$ cat src/rtl/rbp_pkg.sv
// Shared constants and types for the Rice bit packer.
`default_nettype none
package rbp_pkg;

    localparam int unsigned MAX_UNARY = 448;
    localparam int unsigned REM_W     = 9;    // holds MAX_UNARY + 1 + 30
    localparam int unsigned RAW_MAX   = 32;
    localparam int unsigned K_MAX     = 30;

    localparam logic [1:0] OP_RAW   = 2'd0;
    localparam logic [1:0] OP_RICE  = 2'd1;
    localparam logic [1:0] OP_FLUSH = 2'd2;

    localparam logic [1:0] ST_IDLE  = 2'd0;
    localparam logic [1:0] ST_PREP  = 2'd1;
    localparam logic [1:0] ST_SHIFT = 2'd2;
    localparam logic [1:0] ST_OVF   = 2'd3;

    // One item's work: rem bits to write, the last len of them taken from data
    // (index rem-1), the leading ones zeros.
    typedef struct packed {
        logic [REM_W-1:0] rem;
        logic [5:0]       len;
        logic [31:0]      data;
        logic             ovf;
    } t_job;

endpackage
`default_nettype wire

$ cat src/rtl/rice_bit_packer.sv
// Rice bit packer: one bit per cycle into the partial byte unless a full byte waits on a stalled output;
// completed bytes are registered out. Each item is accepted, then prepared, then its stream bits are written.
// An item writes its raw width, q + 1 + k, or pad bits; a new item is taken only once the last is done.
// The single-bit shifter into the partial byte sets the pace; a stalled output holds it.
// A quotient overflow writes no stream bits and emits one flagged byte.
// Reset (synchronous, i_rst_n low) empties the partial byte and output register.
`default_nettype none
module rice_bit_packer
    import rbp_pkg::*;
(
    input  wire logic               i_clk,
    input  wire logic               i_rst_n,
    input  wire logic               i_in_valid,
    output logic                    o_in_stall,
    input  wire logic [1:0]         i_op,
    input  wire logic [31:0]        i_raw_value,
    input  wire logic [5:0]         i_raw_width,
    input  wire logic signed [31:0] i_residual,
    input  wire logic [4:0]         i_rice_k,
    output logic                    o_out_valid,
    input  wire logic               i_out_stall,
    output logic [7:0]              o_out_byte,
    output logic                    o_last_of_run,
    output logic                    o_quotient_overflow
);

    logic [1:0]         r_state, n_state;
    logic [1:0]         r_op;
    logic [31:0]        r_raw_value;
    logic [5:0]         r_raw_width;
    logic signed [31:0] r_residual;
    logic [4:0]         r_rice_k;
    t_job               r_job, n_job;
    t_job               prep_job;
    logic [7:0]         r_partial, n_partial;
    logic [2:0]         r_fill, n_fill;
    logic               r_out_valid, n_out_valid;
    logic [7:0]         r_out_byte, n_out_byte;
    logic               r_out_last, n_out_last;
    logic               r_out_ovf, n_out_ovf;

    logic               in_take;
    logic               slot_free;
    logic               cur_bit;
    logic [4:0]         bit_idx;
    logic [7:0]         shifted;

    assign in_take   = i_in_valid && (r_state == ST_IDLE);
    assign slot_free = !r_out_valid || !i_out_stall;
    assign bit_idx   = r_job.rem[4:0] - 5'd1;
    assign cur_bit   = (r_job.rem <= REM_W'(r_job.len)) ? r_job.data[bit_idx] : 1'b0;
    assign shifted   = {r_partial[6:0], cur_bit};

    rbp_prep u_prep (
        .i_op        (r_op),
        .i_raw_value (r_raw_value),
        .i_raw_width (r_raw_width),
        .i_residual  (r_residual),
        .i_rice_k    (r_rice_k),
        .i_fill      (r_fill),
        .o_job       (prep_job)
    );

    always_comb begin
        n_state     = r_state;
        n_job       = r_job;
        n_partial   = r_partial;
        n_fill      = r_fill;
        n_out_valid = r_out_valid && i_out_stall;
        n_out_byte  = r_out_byte;
        n_out_last  = r_out_last;
        n_out_ovf   = r_out_ovf;

        case (r_state)
            ST_IDLE: begin
                if (in_take) begin
                    n_state = ST_PREP;
                end
            end
            ST_PREP: begin
                n_job = prep_job;
                if (prep_job.ovf) begin
                    n_state = ST_OVF;
                end else if (prep_job.rem == '0) begin
                    n_state = ST_IDLE;
                end else begin
                    n_state = ST_SHIFT;
                end
            end
            ST_SHIFT: begin
                if (r_fill != 3'd7 || slot_free) begin
                    n_job.rem = r_job.rem - REM_W'(1);
                    if (r_job.rem == REM_W'(1)) begin
                        n_state = ST_IDLE;
                    end
                    if (r_fill == 3'd7) begin
                        n_out_valid = 1'b1;
                        n_out_byte  = shifted;
                        // another byte follows only if eight more bits remain
                        n_out_last  = (r_job.rem <= REM_W'(8));
                        n_out_ovf   = 1'b0;
                        n_partial   = '0;
                        n_fill      = '0;
                    end else begin
                        n_partial = shifted;
                        n_fill    = r_fill + 3'd1;
                    end
                end
            end
            ST_OVF: begin
                if (slot_free) begin
                    n_out_valid = 1'b1;
                    n_out_byte  = '0;
                    n_out_last  = 1'b1;
                    n_out_ovf   = 1'b1;
                    n_state     = ST_IDLE;
                end
            end
            default: begin
                n_state = ST_IDLE;
            end
        endcase
    end

    always_ff @(posedge i_clk) begin
        if (!i_rst_n) begin
            r_state     <= ST_IDLE;
            r_partial   <= '0;
            r_fill      <= '0;
            r_out_valid <= 1'b0;
        end else begin
            r_state     <= n_state;
            r_partial   <= n_partial;
            r_fill      <= n_fill;
            r_out_valid <= n_out_valid;
        end
    end

    always_ff @(posedge i_clk) begin
        if (in_take) begin
            r_op        <= i_op;
            r_raw_value <= i_raw_value;
            r_raw_width <= i_raw_width;
            r_residual  <= i_residual;
            r_rice_k    <= i_rice_k;
        end
        r_job      <= n_job;
        r_out_byte <= n_out_byte;
        r_out_last <= n_out_last;
        r_out_ovf  <= n_out_ovf;
    end

    assign o_in_stall          = (r_state != ST_IDLE);
    assign o_out_valid         = r_out_valid;
    assign o_out_byte          = r_out_byte;
    assign o_last_of_run       = r_out_last;
    assign o_quotient_overflow = r_out_ovf;

`ifndef NO_ASSERTIONS
    a_shift_has_work: assert property (@(posedge i_clk) disable iff (!i_rst_n)
        (r_state == ST_SHIFT) |-> (r_job.rem != '0))
        else $error("shifter active with no bits left");

    a_ovf_byte: assert property (@(posedge i_clk) disable iff (!i_rst_n)
        (r_out_valid && r_out_ovf) |-> (r_out_last && (r_out_byte == 8'd0)))
        else $error("overflow transaction not a lone zero byte");

    a_byte_clears_fill: assert property (@(posedge i_clk) disable iff (!i_rst_n)
        (r_state == ST_SHIFT && r_fill == 3'd7 && slot_free) |=> (r_fill == 3'd0))
        else $error("partial byte not cleared after emit");

    a_ovf_keeps_state: assert property (@(posedge i_clk) disable iff (!i_rst_n)
        (r_state == ST_OVF) |=> $stable(r_fill) && $stable(r_partial))
        else $error("overflow item changed the partial byte");
`endif

endmodule
`default_nettype wire

$ cat src/rtl/rbp_prep.sv
// Turns one latched item into a bit count and a bit source for the shifter.
`default_nettype none
module rbp_prep
    import rbp_pkg::*;
(
    input  wire logic [1:0]         i_op,
    input  wire logic [31:0]        i_raw_value,
    input  wire logic [5:0]         i_raw_width,
    input  wire logic signed [31:0] i_residual,
    input  wire logic [4:0]         i_rice_k,
    input  wire logic [2:0]         i_fill,
    output t_job                    o_job
);

    logic [5:0]  raw_w;
    logic [4:0]  k;
    logic [31:0] u;
    logic [31:0] q;
    logic [31:0] mask;

    always_comb begin
        raw_w = (i_raw_width > 6'(RAW_MAX)) ? 6'(RAW_MAX) : i_raw_width;
        k     = (i_rice_k > 5'(K_MAX)) ? 5'(K_MAX) : i_rice_k;
        // zigzag map
        u     = {i_residual[30:0], 1'b0} ^ {32{i_residual[31]}};
        q     = u >> k;
        mask  = (32'd1 << k) - 32'd1;

        o_job = '0;
        case (i_op)
            OP_RAW: begin
                o_job.rem  = REM_W'(raw_w);
                o_job.len  = raw_w;
                o_job.data = i_raw_value;
            end
            OP_RICE: begin
                o_job.ovf  = (q > 32'(MAX_UNARY));
                o_job.rem  = q[REM_W-1:0] + REM_W'(1) + REM_W'(k);
                o_job.len  = 6'(k) + 6'd1;
                // terminating one sits just above the k binary bits
                o_job.data = (u & mask) | (32'd1 << k);
            end
            OP_FLUSH: begin
                // pad with zeros until the partial byte completes
                o_job.rem = (i_fill == 3'd0) ? '0 : REM_W'(8) - REM_W'(i_fill);
            end
            default: begin
                o_job = '0;
            end
        endcase
    end

endmodule
`default_nettype wire
$ cat config.mk
export PLATFORM = sky130hd
export DESIGN_NAME = rice_bit_packer
export DESIGN_NICKNAME = d
export VERILOG_FILES = /design/src/rtl/rbp_pkg.sv /design/src/rtl/rice_bit_packer.sv /design/src/rtl/rbp_prep.sv
export SDC_FILE = /design/constraint.sdc
export NUM_CORES = 1
export LEC_CHECK = 0
export BUFFER_PORTS_ARGS = -buffer_cell sky130_fd_sc_hd__buf_2
export CAP_MARGIN = 40
export CORE_ASPECT_RATIO = 1.2
export CORE_MARGIN = 3
export CORE_UTILIZATION = 47
export CTS_CLUSTER_SIZE = 28
export DETAILED_ROUTE_END_ITERATION = 7
export GPL_ROUTABILITY_DRIVEN = 0
export HOLD_SLACK_MARGIN = 0.02
export PLACE_DENSITY = 0.66
export SETUP_SLACK_MARGIN = 0.05
export SYNTH_ARGS = -nofsm -noshare
export SYNTH_HDL_FRONTEND = slang
export SYNTH_SLANG_ARGS = --single-unit
$ cat constraint.sdc
create_clock -name i_clk -period 4.96 [get_ports i_clk]
set_input_delay 0.248 -clock i_clk [delete_from_list [all_inputs] [get_ports i_clk]]
set_output_delay 0.248 -clock i_clk [all_outputs]
set_load 0.01 [all_outputs]
==> run_results.csv, run 1 <==
group,metric,value,unit
sta,final.setup_skew,0.008864,ns
finish,syn2layout_area_growth,20.65,%
logic_synthesis,synth.distinct_cells,77,
finish,drive_gt1_frac,0.1764,
finish,n_antenna_cell,0,
floorplanning,die_h,165.9,um
logic_synthesis,synth_ff_type,"edfxtp_1",
clock_tree,cts.sinks,147,
floorplanning,rows,57,
logic_synthesis,synth_area,10010,um2
route,drt-pass1-iter-count,6,
clock_tree,clk_pin_slew,0.07,ns
sta,finalSetupViolCount,0,
setup_path,cp_data_arrival_time,4.86,ns
route,wl_met2,14260,um
sta,tightest_slew,0.7976,ns
logic_synthesis,syn_inst,1001,
setup_path,cp_slowest_stage_delay,0.55,ns
global_routing,grt_max_degree,84,
logic_synthesis,synth_area_leaders,"edfxtp_1 (40%), mux2i_1 (4.2%), xnor2_1 (4.2%)",
route,wirelength,30480,um
finish,nets,1238,
setup_path,critical_path_class,"register to register",
floorplanning,core_area,20610,um2
floorplanning,die_width,139.2,um
setup_path,critPathMaxFanout,45,
logic_synthesis,yosysSeqAreaShare,0.4278,
global_routing,grt_pass1_wl,47480,um
setup_path,worstReg2RegEnd,"r_state[1]$_SDFFE_PN0P_",
pwr,p_per_area,356.8,nW/um2
hold_path,whs_path_depth,3,
route,post-route-drc-count,0,
floorplanning,io-pin-count,93,
pwr,ir_worst_vdd,0.2754,mV
route,wl_met3,2153,um
setup_path,cp_cell_sequence,"buf_4 -> and4_1 -> a211oi_1 -> mux4_2 -> xnor2_1 -> o22ai_1 -> a221o_1 -> and2_1 -> fa_1 -> nor2b_1 -> o21ai_0 -> nand2b_1 -> nor2_1 -> nor3_2 -> mux2i_1 -> nor4_1 -> a31oi_1",
setup_path,r2r-start,"r_rice_k[2]$_DFFE_PP_",
pwr,p_total,4.310,mW
sta,hold_viol_final,0,
sta,slew_headroom,0.4615,
route,drtIter0Drc,1144,
clock_tree,cts_resized,0,
hold_path,min_from,"i_rst_n",
route,viasPerCell,6.368,
setup_path,start_kind,"register",
finish,fillers,1681,
global_routing,grt_overflow,0,
logic_synthesis,synth.top_cell.area_share,0.4018,
logic_synthesis,yosys.area.top_type,"edfxtp_1",
global_routing,grt_pass1_vias,8558,
global_routing,grt_antenna_before_repair,0,
route,vias,8979,
setup_path,critPathTopFamily,"simple AND/OR/NAND/NOR gates",
logic_synthesis,yosys_register_bits,147,
clock_tree,clk_latency,0.44,ns
floorplanning,dieArea,23100,um2
placement,hpwl,21500,um
route,drt-met1-wl,12510,um
route,ant_nets,0,
floorplanning,start_util,0.4858,
setup_path,end_kind,"register",
route,wl_per_cell,21.62,um
setup_path,r2r_cells,17,
clock_tree,clk_path_buf_depth,2,
logic_synthesis,synthesis.nets,1107,
sta,period_needed,4.543,ns
placement,port_buffers,92,
clock_tree,htree_num_levels,4,
clock_tree,numCtsBuffers,17,
logic_synthesis,avgSynthCellArea,10.00,um2
job,max_cap_viol_count,0,
setup_path,crit_slowest_cell,"edfxtp_1",
logic_synthesis,synth_edf_count,134,
setup_path,cp_num_buf_inv,1,
sta,fmax,220.1,MHz
clock_tree,cts_hold_buf,77,
pwr,p_leak,4.511,nW
global_routing,grt_usage,0.2581,
sta,finalCritPeriodShare,0.9159,
run_status,status,"finished, final reports clean",
hold_path,min_to,"r_state[1]$_SDFFE_PN0P_",
logic_synthesis,ys_warn_count,0,
setup_path,required,5.27,ns
clock_tree,cts_tree,"built",
sta,grt_setup_unrepaired,"false",
sta,hold_ws,0.07860,ns
setup_path,reg2reg_slack,0.42,ns
hold_path,hp-class,"input pin to register",
route,routed.top_layer,"met5",
logic_synthesis,async_flop_share,0,
sta,tns,0,ns
clock_tree,postCtsSetupBuffers,0,
sta,slew_viol_final,0,
clock_tree,cts_root_buf,"clkbuf_16",
synthesized netlist by cell type, drive strengths merged, types with 19 or more instances:
cell type  count
xor2          21
a211oi        28
ha            24
nor2          80
clkbuf        40
nand3         26
xnor2         49
mux2i         42
inv           26
a21oi         46
o22ai         23
o21ai         58
nor3          19
a31oi         19
buf           47
nand2         59
edfxtp       134
stage by stage:
step	cells	setup slack (ns)	utilization	area (um2)
2_1_floorplan	1001	0.5043	-	10010
3_3_place_gp	1298	0.5943	0.5158	10630
3_5_place_dp	1301	0.4957	0.5179	10670
4_1_cts	1410	0.4553	0.5862	12080
5_1_grt	1410	0.06821	0.5862	12080
6_report	1410	0.4172	0.5862	12080
layout by cell type (no fill, tap or decap), types with 6 or more instances in the layout:
cell / Yosys / final
edfxtp_1: 134 / 134
buf_2: 27 / 92
nor2_1: 80 / 79
dlygate4sd3_1: 0 / 77
nand2_1: 59 / 59
o21ai_0: 56 / 56
xnor2_1: 48 / 48
a21oi_1: 45 / 45
mux2i_1: 42 / 42
a211oi_1: 27 / 27
buf_4: 6 / 27
nand3_1: 26 / 26
ha_1: 24 / 24
inv_1: 23 / 23
o22ai_1: 21 / 21
xor2_1: 21 / 21
and2_1: 18 / 18
o211ai_1: 18 / 18
nor3_1: 18 / 18
a22oi_1: 18 / 18
nor2b_1: 17 / 17
a31oi_1: 17 / 17
clkbuf_16: 0 / 17
nand2b_1: 16 / 16
nor4_1: 14 / 14
mux4_2: 14 / 14
dfxtp_1: 13 / 13
or2_2: 9 / 9
nand4_1: 9 / 9
o221ai_1: 8 / 8
nor3b_1: 7 / 7
and3_1: 7 / 7
a21o_1: 6 / 6
a31o_2: 6 / 6
cells by family (layout without fill, tap and decap cells):
family	Yosys count	in the layout	share of synthesized area
XOR/XNOR	70	70	0.06198
adder cells (fa/ha/maj)	25	25	0.03199
multiplexers	61	61	0.07909
AO/OA/AOI/OAI	287	287	0.1979
flip-flops	147	147	0.4278
buffers and inverters	113	257	0.05060
AND/OR/NAND/NOR	298	298	0.1506
registers in the layout (all words and copies together), names as in the netlist:
signal	flops
r_job	47
r_raw_value	32
r_residual	32
o_out_byte	8
r_partial	7
r_raw_width	6
r_rice_k	5
r_fill	3
r_op	2
r_state	2
o_last_of_run	1
o_out_valid	1
o_quotient_overflow	1
layer usage:
metal / vias to the layer above / global-route usage
li1: 4083 / -
met1: 4271 / 0.3446
met2: 525 / 0.4083
met3: 98 / 0.04061
met4: 2 / 0.1302
met5: - / 0
worst max-delay path by stage:
| stage | startpoint | to | slack (ns) | cells after the start |
|---|---|---|---|---|
| floorplan | r_state[0]$_SDFFE_PN0P_ | r_op[0]$_DFFE_PP_ | 0.50 | 2 |
| global placement | r_rice_k[2]$_DFFE_PP_ | r_job[46]$_DFFE_PP_ | 0.59 | 18 |
| detailed placement | r_rice_k[2]$_DFFE_PP_ | r_state[1]$_SDFFE_PN0P_ | 0.50 | 17 |
| CTS | r_rice_k[2]$_DFFE_PP_ | r_state[1]$_SDFFE_PN0P_ | 0.46 | 17 |
| global route | r_rice_k[2]$_DFFE_PP_ | r_job[47]$_DFFE_PP_ | 0.07 | 17 |
| finish | r_rice_k[2]$_DFFE_PP_ | r_state[1]$_SDFFE_PN0P_ | 0.42 | 17 |
worst reg2reg max path, delay by kind of cell (launching register included):
kind	cells	cell delay [ns]
xor gates and xnor gates	1	0.35
buffers and inverters	1	0.47
and+or+nand+nor	7	1.36
DFF	1	0.55
adders and majority gates	1	0.38
muxes	2	0.60
AOI/OAI and AO/OA	5	0.70
report_power, final:
part	internal (mW)	switching (mW)	leakage (nW)
Clock	0.775	0.608	0.303
Sequential	1.50	0.116	1.38
Combinational	0.543	0.769	2.83
layout make-up:
type	count	area (um2)	share of cell area
well taps	265	331.6	0.02744
repair buffers	199	1501	0.1243
flip-flops and latches	147	4284	0.3546
clock buffers	17	425.4	0.03521
multi-input cells	741	5230	0.4329
clock inverters	15	211.5	0.01750
inverters	26	97.59	0.008078
(Power assumes the default switching activity.)
==> inputs of run 2 (changes only) <==
--- a/config.mk
+++ b/config.mk
@@ -8,7 +8,7 @@
 export BUFFER_PORTS_ARGS = -buffer_cell sky130_fd_sc_hd__buf_2
 export CAP_MARGIN = 40
 export CORE_ASPECT_RATIO = 1.2
-export CORE_MARGIN = 3
+export CORE_MARGIN = 2
 export CORE_UTILIZATION = 47
 export CTS_CLUSTER_SIZE = 28
 export DETAILED_ROUTE_END_ITERATION = 7
==> constraint.sdc (replaced) <==
create_clock -name i_clk -period 5.2 [get_ports i_clk]
set_input_delay 0.26 -clock i_clk [delete_from_list [all_inputs] [get_ports i_clk]]
set_output_delay 0.26 -clock i_clk [all_outputs]
set_load 0.01 [all_outputs]
==> run_results.csv, run 2 (synthesis results as in run 1) <==
group,metric,value,unit
run_status,status,"finished, final reports clean",
clock_tree,clk_pin_slew,0.07,ns
finish,top_register,"r_job",
clock_tree,clk_path_buf_depth,2,
finish,fillers,1791,
setup_path,worstReg2RegEnd,"r_job[47]$_DFFE_PP_",
sta,slew_viol_final,0,
hold_path,hp-class,"input pin to register",
route,drt-pass1-iter-count,6,
placement,hpwl,20960,um
finish,top_regs,"r_job x47, r_raw_value x32, r_residual x32",
global_routing,grt_antenna_before_repair,0,
floorplanning,dieArea,22490,um2
route,ant_nets,0,
clock_tree,htree_num_levels,4,
sta,tightest_slew,0.9755,ns
sta,tns,0,ns
route,viasPerCell,6.252,
floorplanning,io-pin-count,93,
setup_path,r2r-start,"r_residual[31]$_DFFE_PP_",
sta,hold_viol_final,0,
sta,finalCritPeriodShare,0.9038,
hold_path,whs_path_depth,3,
floorplanning,rows,58,
placement,dpl_cell_area,10640,um2
route,wirelength,29950,um
clock_tree,cts.sinks,147,
finish,drive_gt1_frac,0.1721,
job,max_cap_viol_count,0,
clock_tree,cts_tree,"built",
finish,layout.area.seq,4284,um2
hold_path,min_to,"r_state[1]$_SDFFE_PN0P_",
finish,final_common_cell,"edfxtp_1",
floorplanning,die_width,137.2,um
setup_path,start_kind,"register",
sta,period_needed,4.700,ns
setup_path,cp_data_arrival_time,4.86,ns
pwr,p_leak,4.473,nW
route,drtIter0Drc,1074,
sta,fmax,212.8,MHz
hold_path,min_from,"i_rst_n",
sta,final.setup_skew,0.01363,ns
pwr,p_total,4.044,mW
route,post-route-drc-count,0,
sta,finalSetupViolCount,0,
sta,grt_setup_unrepaired,"false",
setup_path,r2r_cells,17,
finish,final_cell_mix,"edfxtp_1 (134), buf_2 (92), nor2_1 (79), dlygate4sd3_1 (77), nand2_1 (59)",
setup_path,reg2reg_slack,0.50,ns
finish,fin_cells,1409,
setup_path,critical_path_class,"register to register",
setup_path,end_kind,"register",
clock_tree,numCtsBuffers,17,
global_routing,grt_max_degree,84,
clock_tree,postCtsSetupBuffers,0,
placement,port_buffers,92,
global_routing,grt_pass1_vias,8483,
floorplanning,core_area,20970,um2
finish,fin_area,12020,um2
sta,hold_ws,0.08951,ns
setup_path,required,5.36,ns
finish,syn2layout_area_growth,20.08,%
global_routing,grt_pass1_wl,45960,um
finish,nets,1232,
floorplanning,start_util,0.4774,
placement,numPlacedInstances,1300,
sta,slew_headroom,0.3473,
finish,n_antenna_cell,0,
finish,multi_input_area,5230,um2
route,wl_per_cell,21.26,um
global_routing,grt_usage,0.2695,
setup_path,critPathMaxFanout,60,
pwr,p_per_area,336.3,nW/um2
finish,largest_register_ffs,47,
clock_tree,cts_root_buf,"clkbuf_16",
clock_tree,clk_latency,0.44,ns
floorplanning,die_h,163.9,um
route,vias,8809,
pwr,ir_worst_vdd,0.2417,mV
global_routing,grt_overflow,0,
run 2: cell count changes in the layout (fill, tap and decap cells not counted), sizes merged:
cell / change
buf: -6
bufinv: -2
clkinvlp: -1
clkinv: +6
inv: -3
run 2: report_power, final:
group	leakage, nW	internal, mW	switching [mW]
sequential	1.38	1.43	0.106
combinational	2.80	0.514	0.738
clock	0.294	0.652	0.604
total	4.47	2.60	1.45
run 2: repair_timing:
item / in CTS / in global routing
endpoints found under the hold margin: 75 / 2
resized for setup: 0 / 0
hold buffers: 75 / 2
run 2: metal layers:
layer,GRT usage,up-vias,share of wire
li1,-,4062,-
met1,0.3460,4131,0.40
met2,0.4292,485,0.46
met3,0.04568,131,0.075
met4,0.1528,0,0.058
met5,0,-,0
run 2: worst max-delay path, cell delays in order, from the launching register on:
cell and delay [ns]:
edfxtp_1 0.65, buf_12 0.35, xor2_1 0.39, nor3_1 0.09
a211oi_1 0.28, a211o_1 0.16, o211ai_1 0.21, a221o_1 0.45
and2_1 0.18, fa_1 0.38, nor2b_1 0.18, o21ai_0 0.10
nand2b_1 0.14, a21oi_1 0.10, nor3_2 0.23, a21oi_1 0.12
o21ai_0 0.19, o21ai_0 0.13
run 2: metrics by stage:
step / setup WS, ns / utilization
floorplan: 0.7443 / -
global placement: 0.8044 / 0.5054
detailed placement: 0.6757 / 0.5071
CTS: 0.6222 / 0.5724
global route: 0.1722 / 0.5733
finish: 0.5002 / 0.5733
run 2: layout make-up:
class                           count  share of cell area
Multi-Input combinational cell    741              0.4350
Sequential cell                   147              0.3563
Timing Repair Buffer              193              0.1211
Clock buffer                       17             0.03538
Tap cell                          270             0.02810
Clock inverter                     15             0.01603
Inverter                           26            0.008117
run 2: worst max-delay path by stage:
stage / slack [ns] / end / cells past startpoint / start
after floorplan: 0.74 / r_op[0]$_DFFE_PP_ / 2 / r_state[0]$_SDFFE_PN0P_
after global placement: 0.80 / r_job[46]$_DFFE_PP_ / 20 / r_rice_k[3]$_DFFE_PP_
after detailed placement: 0.68 / r_job[47]$_DFFE_PP_ / 17 / r_rice_k[3]$_DFFE_PP_
after CTS: 0.62 / r_job[47]$_DFFE_PP_ / 17 / r_residual[31]$_DFFE_PP_
after global routing: 0.17 / r_state[1]$_SDFFE_PN0P_ / 20 / r_rice_k[3]$_DFFE_PP_
final: 0.50 / r_job[47]$_DFFE_PP_ / 17 / r_residual[31]$_DFFE_PP_
==> inputs of run 3 (changes only) <==
--- a/config.mk
+++ b/config.mk
@@ -16,6 +16,7 @@
 export HOLD_SLACK_MARGIN = 0.02
 export PLACE_DENSITY = 0.66
 export SETUP_SLACK_MARGIN = 0.05
+export SLEW_MARGIN = 10
 export SYNTH_ARGS = -nofsm -noshare
 export SYNTH_HDL_FRONTEND = slang
 export SYNTH_SLANG_ARGS = --single-unit
==> constraint.sdc (replaced) <==
create_clock -name i_clk -period 5.4 [get_ports i_clk]
set_input_delay 0.27 -clock i_clk [delete_from_list [all_inputs] [get_ports i_clk]]
set_output_delay 0.27 -clock i_clk [all_outputs]
set_load 0.01 [all_outputs]
==> run_results.csv, run 3 (synthesis results as in run 1) <==
group,metric,value,unit
setup_path,reg2reg_slack,0.81,ns
route,drt-met1-wl,12020,um
pwr,p_leak,4.452,nW
global_routing,grt_pass1_vias,8313,
global_routing,grt_pass1_wl,46060,um
clock_tree,htree_num_levels,4,
setup_path,path_common_cell,"o21ai_0",
floorplanning,die_h,163.9,um
clock_tree,numCtsBuffers,17,
finish,syn2layout_area_growth,19.57,%
finish,n_antenna_cell,0,
finish,final_cell_mix,"edfxtp_1 (134), buf_2 (92), nor2_1 (79), dlygate4sd3_1 (72), nand2_1 (59)",
sta,fmax,217.8,MHz
hold_path,hp-class,"input pin to register",
finish,nets,1229,
route,wl_met3,2243,um
floorplanning,die_width,137.2,um
job,max_cap_viol_count,0,
floorplanning,start_util,0.4774,
global_routing,grt_overflow,0,
clock_tree,cts.sinks,147,
sta,hold_viol_final,0,
route,vias,8786,
pwr,seq_power_share,0.381,
sta,grt_setup_unrepaired,"false",
pwr,switching_share,0.3576,
route,routed.top_layer,"met4",
sta,slew_headroom,0.3872,
floorplanning,dieArea,22490,um2
placement,port_buffers,92,
clock_tree,cts_root_buf,"clkbuf_16",
pwr,clock_power_share,0.309,
sta,period_needed,4.592,ns
setup_path,critPathMaxFanout,24,
sta,tightest_slew,0.9077,ns
sta,finalSetupViolCount,0,
pwr,ir_worst_vdd,0.2066,mV
setup_path,critPathTopFamily,"simple AND/OR/NAND/NOR gates",
sta,final.setup_skew,0.01727,ns
finish,drive_gt1_frac,0.1743,
setup_path,crit_slowest_cell,"nand2_1",
clock_tree,cts_tree,"built",
clock_tree,clk_pin_slew,0.08,ns
setup_path,cp_num_buf_inv,1,
pwr,power.switching,1.388,mW
sta,finalCritPeriodShare,0.8504,
route,wl_per_cell,21.39,um
clock_tree,cts_resized,0,
floorplanning,io-pin-count,93,
run_status,status,"finished, final reports clean",
finish,top_register,"r_job",
setup_path,cp_slowest_stage_delay,0.58,ns
clock_tree,clk_latency,0.43,ns
finish,largest_register_ffs,47,
floorplanning,core_area,20970,um2
route,ant_nets,0,
setup_path,critical_path_class,"register to register",
sta,slew_viol_final,0,
global_routing,grt_antenna_before_repair,0,
route,drt-pass1-iter-count,6,
pwr,intPower,2.494,mW
route,post-route-drc-count,0,
setup_path,cp_data_arrival_time,4.86,ns
pwr,p_per_area,324.2,nW/um2
route,drtIter0Drc,1166,
clock_tree,clk_path_buf_depth,2,
finish,top_regs,"r_job x47, r_raw_value x32, r_residual x32",
route,wirelength,30070,um
route,viasPerCell,6.249,
setup_path,end_kind,"register",
sta,tns,0,ns
setup_path,start_kind,"register",
global_routing,grt_max_degree,70,
finish,fin_area,11970,um2
finish,final_common_cell,"edfxtp_1",
global_routing,grt_usage,0.2695,
setup_path,cp_cell_sequence,"buf_4 -> nand3_1 -> nand2_1 -> a31oi_1 -> xnor2_1 -> o21ai_0 -> a2111o_1 -> ha_1 -> o21ai_0 -> nand2b_1 -> a21oi_1 -> o32ai_1 -> a211oi_2 -> or4_4 -> a21oi_2 -> nand2_1 -> o21ai_0",
route,wl_met2,14000,um
setup_path,required,5.67,ns
placement,hpwl,21360,um
placement,dpl_cell_area,10640,um2
floorplanning,rows,58,
pwr,pwr-share-comb,0.310,
-- run 3: path summary, 6_finish.rpt --
check,depth (start not counted),start,endpoint
min reg2reg,2,r_partial[6]$_SDFFE_PN0P_,r_partial[6]$_SDFFE_PN0P_
max,17,r_rice_k[4]$_DFFE_PP_,r_job[46]$_DFFE_PP_
min,1,i_residual[31],r_residual[31]$_DFFE_PP_
max reg2reg,17,r_rice_k[4]$_DFFE_PP_,r_job[46]$_DFFE_PP_
-- run 3: final cells by class --
| cell class | instances | area [um2] |
|---|---|---|
| Inverter | 26 | 97.59 |
| Clock buffer | 17 | 425.4 |
| Timing Repair Buffer | 190 | 1414 |
| Sequential cell | 147 | 4284 |
| Fill cell | 1782 | 9000 |
| Clock inverter | 15 | 183.9 |
| Multi-Input combinational cell | 741 | 5230 |
| Tap cell | 270 | 337.8 |
-- run 3: what timing repair did --
item / 4_1_cts / 5_1_grt
endpoints found under the hold margin: 71 / 1
hold buffers: 71 / 1
setup buffers: 0 / 0
-- run 3: power by group through the flow --
stage                     registers (mW)  clock network, mW  logic (mW)
after floorplan                     1.45                  0       0.855
after global placement              1.50                  0        1.12
after detailed placement            1.50                  0        1.13
after CTS                           1.48               1.21        1.18
after global routing                1.49               1.26        1.30
final                               1.48               1.20        1.20
-- run 3: metrics by stage --
step / hold slack, ns / utilization / total power, mW / instances / setup WS [ns]
after detailed placement: 0.4481 / 0.5075 / 2.633 / 1302 / 0.9589
after CTS: 0.02429 / 0.5704 / 3.869 / 1405 / 0.8547
after global routing: 0.01918 / 0.5709 / 4.052 / 1406 / 0.3907
final: 0.03287 / 0.5709 / 3.882 / 1406 / 0.8079
after global placement: 0.4463 / 0.5058 / 2.620 / 1299 / 1.001
after floorplan: 0.3689 / - / 2.306 / 1001 / 0.9443
-- run 3: routing by layer --
layer | vias to the layer above | track usage
met2 | 522 | 0.4263
met3 | 112 | 0.05463
li1 | 4059 | -
met4 | 0 | 0.1439
met1 | 4093 | 0.3465
met5 | - | 0
